File: src/design/frsq_pkg.sv
// Shared constants and rounding helpers for the reciprocal square root pipeline.
package frsq_pkg;

  localparam logic [31:0] MagicWord = 32'h5f3759d5;
  localparam logic [31:0] HalfBits  = 32'h3f000000;
  localparam logic [31:0] OneHalf3  = 32'h3fc00000;
  localparam logic [31:0] CanonNan  = 32'h7fc00000;
  localparam int unsigned MulStages = 3;
  localparam int unsigned AddStages = 3;

  typedef struct packed {
    logic nan;
    logic inf;
    logic zero;
    logic sign;
  } frsq_flags_t;

  function automatic logic [5:0] lzc48(logic [47:0] v);
    logic [5:0] n;
    logic       found;
    n     = 6'd48;
    found = 1'b0;
    for (int i = 47; i >= 0; i--) begin
      if (!found && v[i]) begin
        n     = 6'(47 - i);
        found = 1'b1;
      end
    end
    return n;
  endfunction

  function automatic logic [31:0] round_pack(logic sign, logic [10:0] e, logic [23:0] mant,
                                             logic g, logic st);
    logic        rnd;
    logic [24:0] mr;
    logic [33:0] s;
    rnd = g & (st | mant[0]);
    mr  = {1'b0, mant} + 25'(rnd);
    s   = {e - 11'd1, 23'b0} + {9'b0, mr};
    if (s[33:23] >= 11'd255) begin
      return {sign, 8'hff, 23'b0};
    end
    return {sign, s[30:0]};
  endfunction

endpackage

File: src/design/frsq_mul.sv
// Three-stage single-precision multiplier, round to nearest even.
module frsq_mul (
  input  logic        clk_i,
  input  logic        rst_ni,
  input  logic        en_i,
  input  logic        valid_i,
  input  logic [31:0] a_i,
  input  logic [31:0] b_i,
  output logic        valid_o,
  output logic [31:0] res_o
);
  import frsq_pkg::*;

  logic [7:0]         ea, eb;
  logic [23:0]        ma, mb;
  logic               a_nan, b_nan, a_inf, b_inf, a_zero, b_zero;
  frsq_flags_t        f1_d, f1_q, f2_q;
  logic signed [10:0] e1_d, e1_q;
  logic [47:0]        p_d, p_q;
  logic               v1_q, v2_q, v3_q;

  logic [5:0]         lz;
  logic signed [10:0] lz_s, rsh;
  logic [47:0]        q_d, q_q;
  logic               st_d, st_q;
  logic signed [10:0] e2_d, e2_q;
  logic [31:0]        res_d, res_q;

  always_comb begin
    ea     = (a_i[30:23] == 8'd0) ? 8'd1 : a_i[30:23];
    eb     = (b_i[30:23] == 8'd0) ? 8'd1 : b_i[30:23];
    ma     = {|a_i[30:23], a_i[22:0]};
    mb     = {|b_i[30:23], b_i[22:0]};
    a_nan  = (a_i[30:23] == 8'hff) && (a_i[22:0] != 23'd0);
    b_nan  = (b_i[30:23] == 8'hff) && (b_i[22:0] != 23'd0);
    a_inf  = (a_i[30:23] == 8'hff) && (a_i[22:0] == 23'd0);
    b_inf  = (b_i[30:23] == 8'hff) && (b_i[22:0] == 23'd0);
    a_zero = (a_i[30:0] == 31'd0);
    b_zero = (b_i[30:0] == 31'd0);
    f1_d.nan  = a_nan | b_nan | (a_inf & b_zero) | (b_inf & a_zero);
    f1_d.inf  = a_inf | b_inf;
    f1_d.zero = a_zero | b_zero;
    f1_d.sign = a_i[31] ^ b_i[31];
    e1_d   = $signed({3'b0, ea}) + $signed({3'b0, eb}) - 11'sd127;
    p_d    = ma * mb;
  end

  always_comb begin
    lz   = lzc48(p_q);
    lz_s = $signed({5'b0, lz});
    rsh  = -e1_q;
    q_d  = p_q;
    st_d = 1'b0;
    e2_d = 11'sd1;
    if (lz_s <= e1_q) begin
      q_d  = p_q << lz;
      e2_d = e1_q + 11'sd1 - lz_s;
    end else if (!e1_q[10]) begin
      q_d = p_q << e1_q[5:0];
    end else if (rsh >= 11'sd48) begin
      q_d  = 48'd0;
      st_d = |p_q;
    end else begin
      q_d  = p_q >> rsh[5:0];
      st_d = |(p_q << (6'd48 - rsh[5:0]));
    end
  end

  always_comb begin
    if (f2_q.nan) begin
      res_d = CanonNan;
    end else if (f2_q.inf) begin
      res_d = {f2_q.sign, 8'hff, 23'b0};
    end else if (f2_q.zero) begin
      res_d = {f2_q.sign, 31'b0};
    end else begin
      res_d = round_pack(f2_q.sign, e2_q, q_q[47:24], q_q[23], (|q_q[22:0]) | st_q);
    end
  end

  always_ff @(posedge clk_i or negedge rst_ni) begin
    if (!rst_ni) begin
      v1_q <= 1'b0;
      v2_q <= 1'b0;
      v3_q <= 1'b0;
    end else if (en_i) begin
      v1_q <= valid_i;
      v2_q <= v1_q;
      v3_q <= v2_q;
    end
  end

  always_ff @(posedge clk_i) begin
    if (en_i) begin
      f1_q  <= f1_d;
      e1_q  <= e1_d;
      p_q   <= p_d;
      f2_q  <= f1_q;
      q_q   <= q_d;
      st_q  <= st_d;
      e2_q  <= e2_d;
      res_q <= res_d;
    end
  end

  assign valid_o = v3_q;
  assign res_o   = res_q;
endmodule

File: config.mk
export PLATFORM = sky130hd
export DESIGN_NAME = frsq_mul
export DESIGN_NICKNAME = d
export VERILOG_FILES = /design/src/design/frsq_pkg.sv /design/src/design/frsq_mul.sv
export SDC_FILE = /design/constraint.sdc
export NUM_CORES = 2
export LEC_CHECK = 0
export ABC_AREA = 1
export BUFFER_PORTS_ARGS = -buffer_cell sky130_fd_sc_hd__buf_2
export CORE_MARGIN = 2
export CORE_UTILIZATION = 54
export DETAILED_ROUTE_END_ITERATION = 7
export PLACE_DENSITY_LB_ADDON = 0.05
export SETUP_SLACK_MARGIN = 0.4
export SYNTH_ARGS = -nofsm -noshare
export SYNTH_HDL_FRONTEND = slang
export SYNTH_SLANG_ARGS = --single-unit
export TNS_END_PERCENT = 5
File: constraint.sdc
create_clock -name clk_i -period 7.9 [get_ports clk_i]
set_clock_uncertainty 0.05 [all_clocks]
set_input_delay 0.79 -clock clk_i [delete_from_list [all_inputs] [get_ports clk_i]]
set_output_delay 0.79 -clock clk_i [all_outputs]
set_load 0.01 [all_outputs]
* Word level (Yosys, flattened, before mapping)
Cells that the tools add are included.
** Storage, ports and cells
- Input bits :: 68
- Bits in registers :: 162
- Logic and storage cells :: 273
** Operators by class
- Reduce and logical (&&, ||, !) cells :: 114
- Multiplexer cells :: 109
- Shift operators :: 4
- Multiply operators :: 1
- $add $sub $neg :: 9
- Bitwise operators :: 12
- $lt $le $gt $ge :: 3
- Equality and inequality tests :: 2
** Operators with widths (count)
- 6-bit two-way mux :: 48
- 48-bit two-way mux :: 3
- 48-bit by 6-bit << shifter with 48-bit output :: 3
- 32-bit two-way mux :: 4
- 48-bit OR reduction :: 2
- 31-bit zero test :: 2
- 1-bit two-way mux :: 52
- 1-bit logical AND :: 51
- 24-bit by 24-bit multiplier with 48-bit output :: 1
- 48-bit by 6-bit >> shifter with 48-bit output :: 1
- 1-bit zero test :: 47
- 23-bit zero test :: 2
- 23-bit nonzero test :: 2
- 34-bit by 25-bit adder with 34-bit output :: 1
- 24-bit by 1-bit adder with 25-bit output :: 1
- 23-bit OR reduction :: 1
- 8-bit equality test (second input constant) :: 2
- 8-bit zero test :: 2
- 8-bit two-way mux :: 2
- 8-bit OR reduction :: 2
- 11-bit by 2-bit adder with 11-bit output (second input constant) :: 1
- 11-bit by 7-bit >= comparator with 1-bit output (second input constant) :: 1
- 11-bit by 8-bit >= comparator with 1-bit output (second input constant) :: 1
- 7-bit by 11-bit <= comparator with 1-bit output :: 1
- 12 further kinds :: 21

* Logic depth before layout (Yosys ltp)
- Depth in word-level cells :: 144
- Mapped depth :: 37
- Mapped depth without buffers :: 35

* Least setup slack after synthesis
No wires, ideal clock.
- Path kind :: input-to-reg
- Start point :: in a_i[25]
- End point :: reg p_q[46] (data pin)
- Stages on the path :: 27
- Required time :: 7.598 ns
- Arrival :: 7.559 ns
- Path slack :: 0.039 ns
- Path through :: or4_1 > nor2_1 > clkbuf_1 > nor2_1 > fa_1 > fa_1 > fa_1 > inv_1 > fa_1 > fa_1 > fa_1 > inv_1 > fa_1 > ha_1 > a21oi_1 > o21ai_0 > o21bai_1 > a21boi_0 > o21ai_1 > a21oi_1 > o21ai_1 > a21boi_0 > o21ai_1 > nand2_1 > nand2_1 > nand2_1 > nand2_1
** Between the ends
- Longest elaborated chain between the ends :: 2
** Ends and longest elaborated chain
- start: declaration :: RTL line frsq_mul.sv:7 : input logic [31:0] a_i,
- 8-bit OR reduction :: RTL line frsq_mul.sv:32 : ma = {|a_i[30:23], a_i[22:0]};
- 24-bit by 24-bit multiplier with 48-bit output :: RTL line frsq_mul.sv:45 : p_d = ma * mb;
- named net p_d[46] :: RTL line frsq_mul.sv:19 : logic [47:0] p_d, p_q;
- end signal: assignment :: RTL line frsq_mul.sv:97 : p_q <= p_d;
- end: declaration :: RTL line frsq_mul.sv:19
The timed path passes the listed nets, and every way through them passes these cells.
A chain may end at the register's enable or synchronous reset.

* Worst setup path after layout
- Start point :: in a_i[29]
- End point :: reg p_q[46] (data pin)
The elaborated chain is that of the path after synthesis.

==> results.md <==
* Status: finished with violations
* Violated checks: DRC
* CP Max Fanout at 3
* DRT iter0 DRCs at 3581
* DRT antenna net count at 0
* DRT Wirelength at 126000 um
* Post-Syn Area at 36400 um2
* Initial antenna violation count at 3
* #FFs+latches synth at between 150 and 200
* Post-synth ARST share at 1.86%
* Buffers on Ports at 100
* GPL Wtd Cong at 1.08
* Via count at about 34000
* Post-synthesis sequential area ratio at 13.2%
* EDFF count, synth at 158
* Slowest cell on crit path: or4_1
* CP bufs+invs at 4
* FF-to-FF End: q_q[30]
* Pin count of the biggest net entering global routing at 87
* Setup_tns at 0 ps
* CTS H-tree depth at 4
* Gr usage total at 36.2%
* Vias per std cell at ~5.7
* Die height at 264 um
* First-pass GRT wire length at 193000 um
* DR WL/cell at around 21 um
* Cell Area, Placed at 37600 um2
* TritonCTS clock tree: yes
* Placed insts at 5945
* CP Launch Type: input pin
* Top cells by area, synth: fa_1 27%, nand2_1 14%, edfxtp_1 13%
* Final setup viols at 0
* Die Wd at 264 um
* DRC Markers at 3
* Antenna diodes at 0
* Max Slew Vio Count at 0
* Layout Nets at 5861
* Fin cells at around 6000
* Vias in the first global route at 32700
* Crit path largest cell delay at roughly 570 ps
* GRT overflow at 0
* Slew HR at 12.4%
* Hold Vio Cnt, Final at 0
* Cell variety after synth at between 60 and 70
* Critical path arrival at about 7400 ps
* Endpoint class of the critical path: register
* DR pass1 iterations at 8
* R2R setup slack at 1290 ps
* CTS Buf Count at 17
* Tmin final at 7180 ps
* Period utilization at 90.9%
* Achievable Freq at 139 MHz
* CP top delay family: adder cells
* Post-Syn Instances at 5192
* Die area at 69500 um2
* MaxCap Viol Count at 0
* # rows at 95
* # IOs at 101
* CP most frequent cell: fa_1
* Ys flop type: edfxtp_1
* Core Region at 66900 um2
* Min-Delay Path Class: input pin to asynchronous set/reset pin
* Least-Margin Pin Slew at 1300 ps
* Root buf cell: clkbuf_16
* Maximum clock path buffer count at 2
* Clk_lat worst skew at 480 ps
* Synth Net Count at 5962
* Worst setup path class: input pin to register
* Post-synth top area cell: fa_1
* Starting Density at 54.4%
* Final instance area at 38300 um2
* Worst R2R Path Depth at 30
* WP data required at 8070 ps
* Syn-to-layout area delta at 5.07%
* Final HPWL DP at 99900 um
* Yosys warns at 0
* Worst-path clk slew at 80 ps
* Fraction of final layout cells with drive strength greater than 1 at 6.21%
* RSZ-0062 raised after global routing: yes
* Top cell type's share of synthesized area at between 20% and 30%
* Sink Count at 161
* Critical R2R Launch: p_q[41]
* Synth Area per Inst at 7.01 um2
* Fillers at 6624
-- placed cells by master, fill, tap and decap left out, drive strengths merged, types with 10 or more instances in the layout --
cell / count
a21oi: 152
or2: 13
inv: 946
edfxtp: 158
fa: 484
nand2: 1360
a221oi: 14
nand3: 333
clkbuf: 22
ha: 218
o31ai: 10
xor2: 63
clkinv: 13
o22ai: 17
nor4: 29
o21ai: 402
nand4: 46
nor2: 407
o211ai: 17
nor3: 34
xnor2: 31
buf: 212
mux2i: 34
-- layout make-up --
class                           instances  area, um2  area share [%]
Multi-Input combinational cell       3749      26700            69.9
Tap cell                              873       1090            2.86
Clock buffer                           17        425            1.11
Inverter                              945       3550            9.28
Clock inverter                         15        204           0.533
Sequential cell                       161       4820            12.6
Timing Repair Buffer                  217       1420            3.72
-- per-stage QoR --
stage               util [%]  setup WS (ps)  hold slack (ps)
floorplan                  -            403              350
global placement        56.2            142              351
detailed placement      56.2           81.9              355
CTS                     57.1            581             43.5
global route            57.2            364             44.0
finish                  57.2            719             55.5
-- per-layer routing --
layer | GRT usage, % | up-vias | share of wire (%)
met5 | 0 | - | 0
met4 | 22.4 | 0 | 7.2
met3 | 5.09 | 318 | 8.1
met2 | 56.2 | 1644 | 44
met1 | 48.1 | 16400 | 41
li1 | - | 16000 | -
-- timing repair --
item / 4_1_cts / 5_1_grt
resized for setup: 0 / 14
hold buffers: 0 / 0
buffers inserted: 0 / 0
endpoints found under the setup margin: 0 / 8
-- flip-flops by register name, indices dropped and copies added, names as in the netlist --
signal / flops
p_q: 48
q_q: 48
res_o: 32
e2_q: 11
e1_q: 10
f1_q: 4
f2_q: 4
st_q: 1
v1_q: 1
v2_q: 1
valid_o: 1
-- synthesized netlist by cell type (all sizes together) (10+ instances only) --
cell,instances
edfxtp,158
xnor2,31
clkbuf,271
nand3,333
nand2,1360
nor4,29
o21ai,402
nand4,46
nor3,34
o22ai,17
a21oi,152
buf,66
fa,484
inv,939
nor2,407
o211ai,17
mux2i,34
a221oi,14
ha,218
or2,13
o31ai,10
xor2,63
-- cells by family after synthesis --
| group | Yosys count | synth area share, % |
|---|---|---|
| compound gates | 680 | 10.3 |
| xor+xnor | 94 | 2.26 |
| fa+ha+maj | 702 | 34.1 |
| buf+inv | 1282 | 13.5 |
| flops | 161 | 13.2 |
| mux | 35 | 0.966 |
| simple gates | 2238 | 25.6 |
-- worst max path at each step --
stage               startpoint  slack (ps)       to  depth (start not counted)
floorplan              a_i[25]         400  p_q[46]                         26
finish                 a_i[29]         720  p_q[46]                         26
detailed placement     a_i[25]          80  p_q[46]                         26
CTS                    a_i[25]         580  p_q[46]                         26
global route           a_i[29]         360  p_q[46]                         26
global placement       a_i[25]         140  p_q[46]                         26
Power is left out: the tool's default activity adds up to more than one toggle a clock period on the data nets, which glitch-free logic cannot reach.
