<file path="config.mk">
export PLATFORM = sky130hd
export DESIGN_NAME = frsq_add
export DESIGN_NICKNAME = d
export VERILOG_FILES = /design/src/design/frsq_pkg.sv /design/src/design/frsq_add.sv
export SDC_FILE = /design/constraint.sdc
export NUM_CORES = 1
export LEC_CHECK = 0
export ABC_AREA = 1
export BUFFER_PORTS_ARGS = -buffer_cell sky130_fd_sc_hd__buf_2
export CORE_MARGIN = 1
export CORE_UTILIZATION = 50
export CTS_BUF_LIST = sky130_fd_sc_hd__clkbuf_16
export CTS_CLUSTER_SIZE = 40
export DETAILED_ROUTE_END_ITERATION = 10
export PLACE_DENSITY = 0.66
export SYNTH_ARGS = -nofsm -noshare
export SYNTH_HDL_FRONTEND = slang
export SYNTH_SLANG_ARGS = --single-unit
</file>
<file path="constraint.sdc">
create_clock -name clk_i -period 5.3 [get_ports clk_i]
set_input_delay 0.795 -clock clk_i [delete_from_list [all_inputs] [get_ports clk_i]]
set_output_delay 0.795 -clock clk_i [all_outputs]
set_load 0.01 [all_outputs]
</file>
<file path="src/design/frsq_pkg.sv">
// Shared constants and rounding helpers for the reciprocal square root pipeline.
package frsq_pkg;

  localparam logic [31:0] MagicWord = 32'h5f3759d5;
  localparam logic [31:0] HalfBits  = 32'h3f000000;
  localparam logic [31:0] OneHalf3  = 32'h3fc00000;
  localparam logic [31:0] CanonNan  = 32'h7fc00000;
  localparam int unsigned MulStages = 3;
  localparam int unsigned AddStages = 3;

  typedef struct packed {
    logic nan;
    logic inf;
    logic zero;
    logic sign;
  } frsq_flags_t;

  function automatic logic [5:0] lzc48(logic [47:0] v);
    logic [5:0] n;
    logic       found;
    n     = 6'd48;
    found = 1'b0;
    for (int i = 47; i >= 0; i--) begin
      if (!found && v[i]) begin
        n     = 6'(47 - i);
        found = 1'b1;
      end
    end
    return n;
  endfunction

  function automatic logic [31:0] round_pack(logic sign, logic [10:0] e, logic [23:0] mant,
                                             logic g, logic st);
    logic        rnd;
    logic [24:0] mr;
    logic [33:0] s;
    rnd = g & (st | mant[0]);
    mr  = {1'b0, mant} + 25'(rnd);
    s   = {e - 11'd1, 23'b0} + {9'b0, mr};
    if (s[33:23] >= 11'd255) begin
      return {sign, 8'hff, 23'b0};
    end
    return {sign, s[30:0]};
  endfunction

endpackage

</file>
<file path="src/design/frsq_add.sv">
// Three-stage single-precision adder, round to nearest even.
module frsq_add (
  input  logic        clk_i,
  input  logic        rst_ni,
  input  logic        en_i,
  input  logic        valid_i,
  input  logic [31:0] a_i,
  input  logic [31:0] b_i,
  output logic        valid_o,
  output logic [31:0] res_o
);
  import frsq_pkg::*;

  logic        a_nan, b_nan, a_inf, b_inf, a_zero, b_zero, swap;
  logic [31:0] big, sml;
  logic [7:0]  eg, es, d;
  logic [26:0] mg, ms, al;
  frsq_flags_t f1_d, f1_q, f2_q;
  logic        sub_d, sub_q, zs_d, zs_q, zs2_q;
  logic [7:0]  eg_q, eg2_q;
  logic [26:0] mg_q, al_q;
  logic [27:0] sum_d, sum_q;
  logic [5:0]  lz_d, lz_q;
  logic [26:0] n;
  logic [10:0] e3;
  logic [31:0] res_d, res_q;
  logic        v1_q, v2_q, v3_q;

  always_comb begin
    a_nan  = (a_i[30:23] == 8'hff) && (a_i[22:0] != 23'd0);
    b_nan  = (b_i[30:23] == 8'hff) && (b_i[22:0] != 23'd0);
    a_inf  = (a_i[30:23] == 8'hff) && (a_i[22:0] == 23'd0);
    b_inf  = (b_i[30:23] == 8'hff) && (b_i[22:0] == 23'd0);
    a_zero = (a_i[30:0] == 31'd0);
    b_zero = (b_i[30:0] == 31'd0);
    swap   = b_i[30:0] > a_i[30:0];
    big    = swap ? b_i : a_i;
    sml    = swap ? a_i : b_i;
    eg     = (big[30:23] == 8'd0) ? 8'd1 : big[30:23];
    es     = (sml[30:23] == 8'd0) ? 8'd1 : sml[30:23];
    d      = eg - es;
    mg     = {|big[30:23], big[22:0], 3'b0};
    ms     = {|sml[30:23], sml[22:0], 3'b0};
    if (d >= 8'd27) begin
      al = {26'd0, |ms};
    end else begin
      al    = ms >> d;
      al[0] = al[0] | (|(ms << (5'd27 - d[4:0])));
    end
    sub_d     = a_i[31] ^ b_i[31];
    f1_d.nan  = a_nan | b_nan | (a_inf & b_inf & sub_d);
    f1_d.inf  = a_inf | b_inf;
    f1_d.zero = 1'b0;
    f1_d.sign = a_inf ? a_i[31] : (b_inf ? b_i[31] : big[31]);
    zs_d      = a_zero & b_zero & a_i[31] & b_i[31];
  end

  always_comb begin
    sum_d = sub_q ? ({1'b0, mg_q} - {1'b0, al_q}) : ({1'b0, mg_q} + {1'b0, al_q});
    lz_d  = lzc48({sum_d[26:0], 21'd0});
  end

  always_comb begin
    if (sum_q[27]) begin
      n  = {sum_q[27:2], sum_q[1] | sum_q[0]};
      e3 = {3'b0, eg2_q} + 11'd1;
    end else if ({5'b0, lz_q} <= {3'b0, eg2_q} - 11'd1) begin
      n  = sum_q[26:0] << lz_q;
      e3 = {3'b0, eg2_q} - {5'b0, lz_q};
    end else begin
      n  = sum_q[26:0] << (eg2_q - 8'd1);
      e3 = 11'd1;
    end
    if (f2_q.nan) begin
      res_d = CanonNan;
    end else if (f2_q.inf) begin
      res_d = {f2_q.sign, 8'hff, 23'b0};
    end else if (sum_q == 28'd0) begin
      res_d = {zs2_q, 31'b0};
    end else begin
      res_d = round_pack(f2_q.sign, e3, n[26:3], n[2], n[1] | n[0]);
    end
  end

  always_ff @(posedge clk_i or negedge rst_ni) begin
    if (!rst_ni) begin
      v1_q <= 1'b0;
      v2_q <= 1'b0;
      v3_q <= 1'b0;
    end else if (en_i) begin
      v1_q <= valid_i;
      v2_q <= v1_q;
      v3_q <= v2_q;
    end
  end

  always_ff @(posedge clk_i) begin
    if (en_i) begin
      f1_q  <= f1_d;
      sub_q <= sub_d;
      zs_q  <= zs_d;
      eg_q  <= eg;
      mg_q  <= mg;
      al_q  <= al;
      f2_q  <= f1_q;
      zs2_q <= zs_q;
      eg2_q <= eg_q;
      sum_q <= sum_d;
      lz_q  <= lz_d;
      res_q <= res_d;
    end
  end

  assign valid_o = v3_q;
  assign res_o   = res_q;
endmodule

</file>
# Word-level counts from Yosys, hierarchy flattened
# Cells that the tools add are included.
# classes
n_lt_le_gt_ge,4
n_shift,4
n_mux,72
reduce_logical,74
n_div,0
n_eq_ne,2
multipliers,0
bitwise,14
addsub,11
# op_table
op,count
two-way mux 32 bit,5
two-way mux 5 bit,15
logical NOT 31 bit,2
two-way mux 27 bit,2
logical NOT 23 bit,2
nonzero test 23 bit,2
adder 34 x 25 -> 34 bit,1
two-way mux 1 bit,33
two-way mux 4 bit,8
greater-than comparator 31 bit,1
two-way mux 31 bit,1
OR reduction 31 bit,1
logical AND 1 bit,30
adder 27 x 27 -> 28 bit,1
logical NOT 28 bit,1
two-way mux 28 bit,1
subtractor 27 x 27 -> 28 bit,1
OR reduction 27 bit,1
<< shifter 27 x 5 -> 27 bit,1
<< shifter 27 x 6 -> 27 bit,1
<< shifter 27 x 8 -> 27 bit,1
right shift 27 x 8 -> 27 bit,1
logical NOT 1 bit,26
OR reduction 26 bit,1
other kinds (24),42
# word_totals
out_inout_bits,33
n_memories,0
latch_bits,0
wordCells,206
mem_bits_ro,0
mem_bits_rw,0
register_bits,145
inputBits,68

# Depth between registers and ports, before layout
# logic_depth
ltp_word,81
mapped_depth,41
ltp_nobuf,39

# Worst setup path after synthesis
# Ideal clock, no wire load.
# synth_timing
path_type,input-to-reg
start,in a_i[2]
end,"reg al_q[0], data pin"
path_buffers,5
cell_stages,33
setup_time_ns,0.260
setup_slack_ns,-1.179
arrival_ns,6.219
required_ns,5.040
cell_sequence,inv_1 > ha_1 > a21oi_1 > o21ai_0 > and2_1 > nor2_1 > o21ai_0 > a21oi_1 > o21ai_0 > nand2_1 > nand2_1 > nand2_1 > clkbuf_1 > clkbuf_1 > clkbuf_1 > o21ai_0 > inv_1 > nor4_1 > a21oi_1 > ha_1 > inv_1 > fa_1 > xor2_1 > clkinv_1 > clkbuf_1 > clkbuf_1 > ha_1 > nand3_1 > a21oi_1 > nor3_1 > o211ai_1 > a21oi_1 > a21oi_1
# synth_between
elab_chain_cells,10
elab_cells_between_ends,17
classes_between,2 x add/sub; 2 x order compare; 2 x shift; 5 x mux; 1 x bitwise; 5 x reduce/logical
# synth_rtl
element,line,text
start: declaration,frsq_add.sv:7,"input logic [31:0] a_i,"
greater-than comparator 31 bit *,frsq_add.sv:36,swap = b_i[30:0] > a_i[30:0];
two-way mux 32 bit *,frsq_add.sv:37,big = swap ? b_i : a_i;
logical NOT 8 bit,frsq_add.sv:39,eg = (big[30:23] == 8'd0) ? 8'd1 : big[30:23];
two-way mux 8 bit *,frsq_add.sv:39,
via eg[1],frsq_add.sv:16,"logic [7:0] eg, es, d;"
subtractor 8 bit *,frsq_add.sv:41,d = eg - es;
subtractor 5 bit,frsq_add.sv:48,al[0] = al[0] | (|(ms << (5'd27 - d[4:0])));
<< shifter 27 x 5 -> 27 bit,frsq_add.sv:48,
OR reduction 27 bit,frsq_add.sv:48,
OR 1 bit,frsq_add.sv:48,
two-way mux 1 bit *,frsq_add.sv:44,if (d >= 8'd27) begin
via al[0],frsq_add.sv:17,"logic [26:0] mg, ms, al;"
end signal: assignment,frsq_add.sv:104,al_q <= al;
end: declaration,frsq_add.sv:21,"logic [26:0] mg_q, al_q;"
# Mark *: on every way through the listed nets, which the timed path passes. The rest lies on a longest branch.
# A chain may end at the register's enable or synchronous reset.

# Worst setup path in the final report
# layout_timing
start,in a_i[14]
end,"reg al_q[1], data pin"
# layout_between
elab_chain_cells,6
elab_cells_between_ends,11
classes_between,1 x add/sub; 2 x order compare; 1 x shift; 4 x mux; 3 x reduce/logical
# layout_rtl
element,line
greater-than comparator 31 bit,frsq_add.sv:36
two-way mux 32 bit / two-way mux 31 bit (equally long branches),"frsq_add.sv:37, frsq_add.sv:38"
"logical NOT 8 bit, on equally long branches","frsq_add.sv:39, frsq_add.sv:40"
"two-way mux 8 bit, on equally long branches","frsq_add.sv:39, frsq_add.sv:40"
subtractor 8 bit,frsq_add.sv:41
right shift 27 x 8 -> 27 bit / >= comparator 8 x 5 -> 1 bit (equally long branches),"frsq_add.sv:47, frsq_add.sv:44"
# Several ways; a longest one is shown, not always the timed one.

==> results.toml <==
[synthesis]
syn_area_um2 = 16100
yosys.area.top_type = "edfxtp_1"
synth.most_common_cell = "nand2_1"
synth_commonest_cells = "nand2_1, inv_1, nand3_1"
ys_seq_area_share_pct = 26.9
synthesis.nets = 2609
yosysWarnings = 0
synth_area_leaders = "edfxtp_1, nand2_1, nand3_1"
synthCells = 2432
synth-async-reset-ratio_pct = 2.07
synth-seq-cells = 145
synth_edf_count = 142
ys_types = 62
synth_top_area_share_pct = 26.5
ys_dominant_reg_cell = "edfxtp_1"
syn_area_per_cell_um2 = 6.63

[cts]
cts_hold_buf = 0
h-tree-depth = 4
clkTransAtPathRegs_ns = 0.07
cts_tree = "yes"
cts_buffers = 17
cts.sinks = 145
clock_latency_ns = 0.45
cts_root_buf = "clkbuf_16"
clock_path_buffers = 2

[timing]
worstMarginPinSlew_ns = 0.810
worst_slack_ns = 0.114
fin_crit_sh_pct = 97.8
setup-violations-final = 0
period_minus_slack_ns = 5.19
drv_slew = 0
hold_viol = 0
tns_ns = 0
fmax_mhz = 193
holdWs_ns = 0.125
relSlewSlack_pct = 45.5
rsz0062_at_grt = "true"
fin_skew_ns = 0.0130

[floorplanning]
die_h_um = 182
core_um2 = 31600
die_w_um = 182
ios = 101
start_util_pct = 50.9
num_rows = 65
die-area_um2 = 33000

[power]
power_density_nw_per_um2 = 359
leakagePower_nw = 10.1
vdd_drop_max_mv = 0.294
finalPower_mw = 7.57

[setup_path]
crit_type = "input port to flip-flop"
slowest_delay_ns = 0.40
rr_startpoint = "eg2_q[0]"
timing.critical_path.fanout_max = 7
crit_path_start = "a_i[14]"
worstPathArrival_ns = 5.47
cp_data_required_time_ns = 5.59
cp_slowest_cell = "fa_2"
end_kind = "flip-flop"
start_kind = "input port"

[layout]
nets = 3009
fill_cells = 2764
drive_above_1_share_pct = 25.8
diodes = 0
multi_input_area_um2 = 10800
area_growth_pct = 30.9
seqCellArea_um2 = 4340

[placed_design]
port_buffers = 100
gp_congestion = 1.10
place_hpwl_um = 46800
preCtsSetupSlack_ns = -0.479

[run_status]
status = "completed"

[grt]
grt_max_degree = 93
grt_pass1_vias = 17100
globalRouteMet3Util_pct = 4.93
grt_remaining_overflow = 0
met2_usage_pct = 60.8
antenna_found_initial = 0
busiest_layer = "met2"
grt_first_pass_wirelength_um = 88000
grt_use_met1_pct = 39.1
grt_usage_pct = 34.1

[drt]
vias = 18300
drt_first_pass_iters = 6
drc_errors = 0
route.antenna.remaining_nets = 0
vias_per_cell = 5.63
routedWlPerCell_um = 17.9
drt_iter0_markers = 1521
drt_wl_total_um = 58000

[min_path]
hp-class = "input port to async pin"

[job]
maxCapViolCount = 0
-- final timing paths --
kind,to,cells after the start,slack (ns)
hold reg to reg,eg2_q[2],0,0.42
setup reg to reg,res_o[3],35,0.12
hold / removal,v1_q,1,0.12
min in group clk_i,eg2_q[2],0,0.42
setup / recovery,al_q[1],37,0.11
max in group asynchronous,valid_o,1,5.07
-- state kept, by name, summed over array words and instances (netlist names) --
signal   count
v1_q         1
lz_q         6
zs2_q        1
sum_q       28
mg_q        24
f2_q         3
eg_q         8
f1_q         3
al_q        27
eg2_q        8
res_o       32
valid_o      1
v2_q         1
sub_q        1
zs_q         1
-- report_power, final --
group          internal (mW)  switching [mW]
sequential              1.47           0.143
combinational           1.87            2.88
clock                  0.659           0.545
total                   3.99            3.57
-- timing repair --
action / 4_1_cts / 5_1_grt
setup endpoints to repair: 32 / 58
buffers inserted: 3 / 24
gates cloned: 0 / 7
pin swaps: 5 / 64
resized for setup: 7 / 166
hold endpoints to repair: 0 / 0
-- placed cells by master, fill, tap and decap left out, types with 96 or more instances in the layout --
cell and count:
buf_4 332, edfxtp_1 142, o21ai_0 151, nand3_1 261, ha_1 96, buf_2 96, nand2_1 605, nor2_1 172
inv_1 321, a21oi_1 102
-- area by class of cell --
class,count,area share (%)
clock inverter,15,0.694
inverter,346,6.22
sequential,145,20.6
clock buffer,17,2.02
tap,402,2.38
multi-input combinational,1860,51.3
timing repair buffer,462,16.9
-- worst max-delay path, delay by kind of cell --
kind,cells,cell delay (ns)
adders and majority gates,3,0.88
buffers and inverters,12,1.24
AOI/OAI and AO/OA,6,0.78
xor gates and xnor gates,1,0.20
and+or+nand+nor,15,1.55
-- routing by layer --
layer | routed length (µm) | up-vias
li1 | - | 8930
met1 | 22600 | 8409
met2 | 28700 | 769
met3 | 3340 | 180
met4 | 3390 | 0
met5 | 0 | -
-- cells by family after synthesis --
group / count (synthesis) / share of synthesized area, %
mux: 5 / 0.318
buf+inv: 429 / 10.7
compound gates: 382 / 13.7
xor+xnor: 59 / 3.21
simple gates: 1303 / 36.5
fa+ha+maj: 109 / 8.60
flops: 145 / 26.9
-- through the flow --
stage / instances / utilization, % / instance area (µm²)
floorplan: 2432 / - / 16300
detailed placement: 3183 / 61.5 / 19500
finish: 3247 / 66.7 / 21100
global route: 3247 / 66.7 / 21100
CTS: 3218 / 63.4 / 20100
global placement: 3183 / 61.5 / 19500
(Power assumes the default switching activity.)
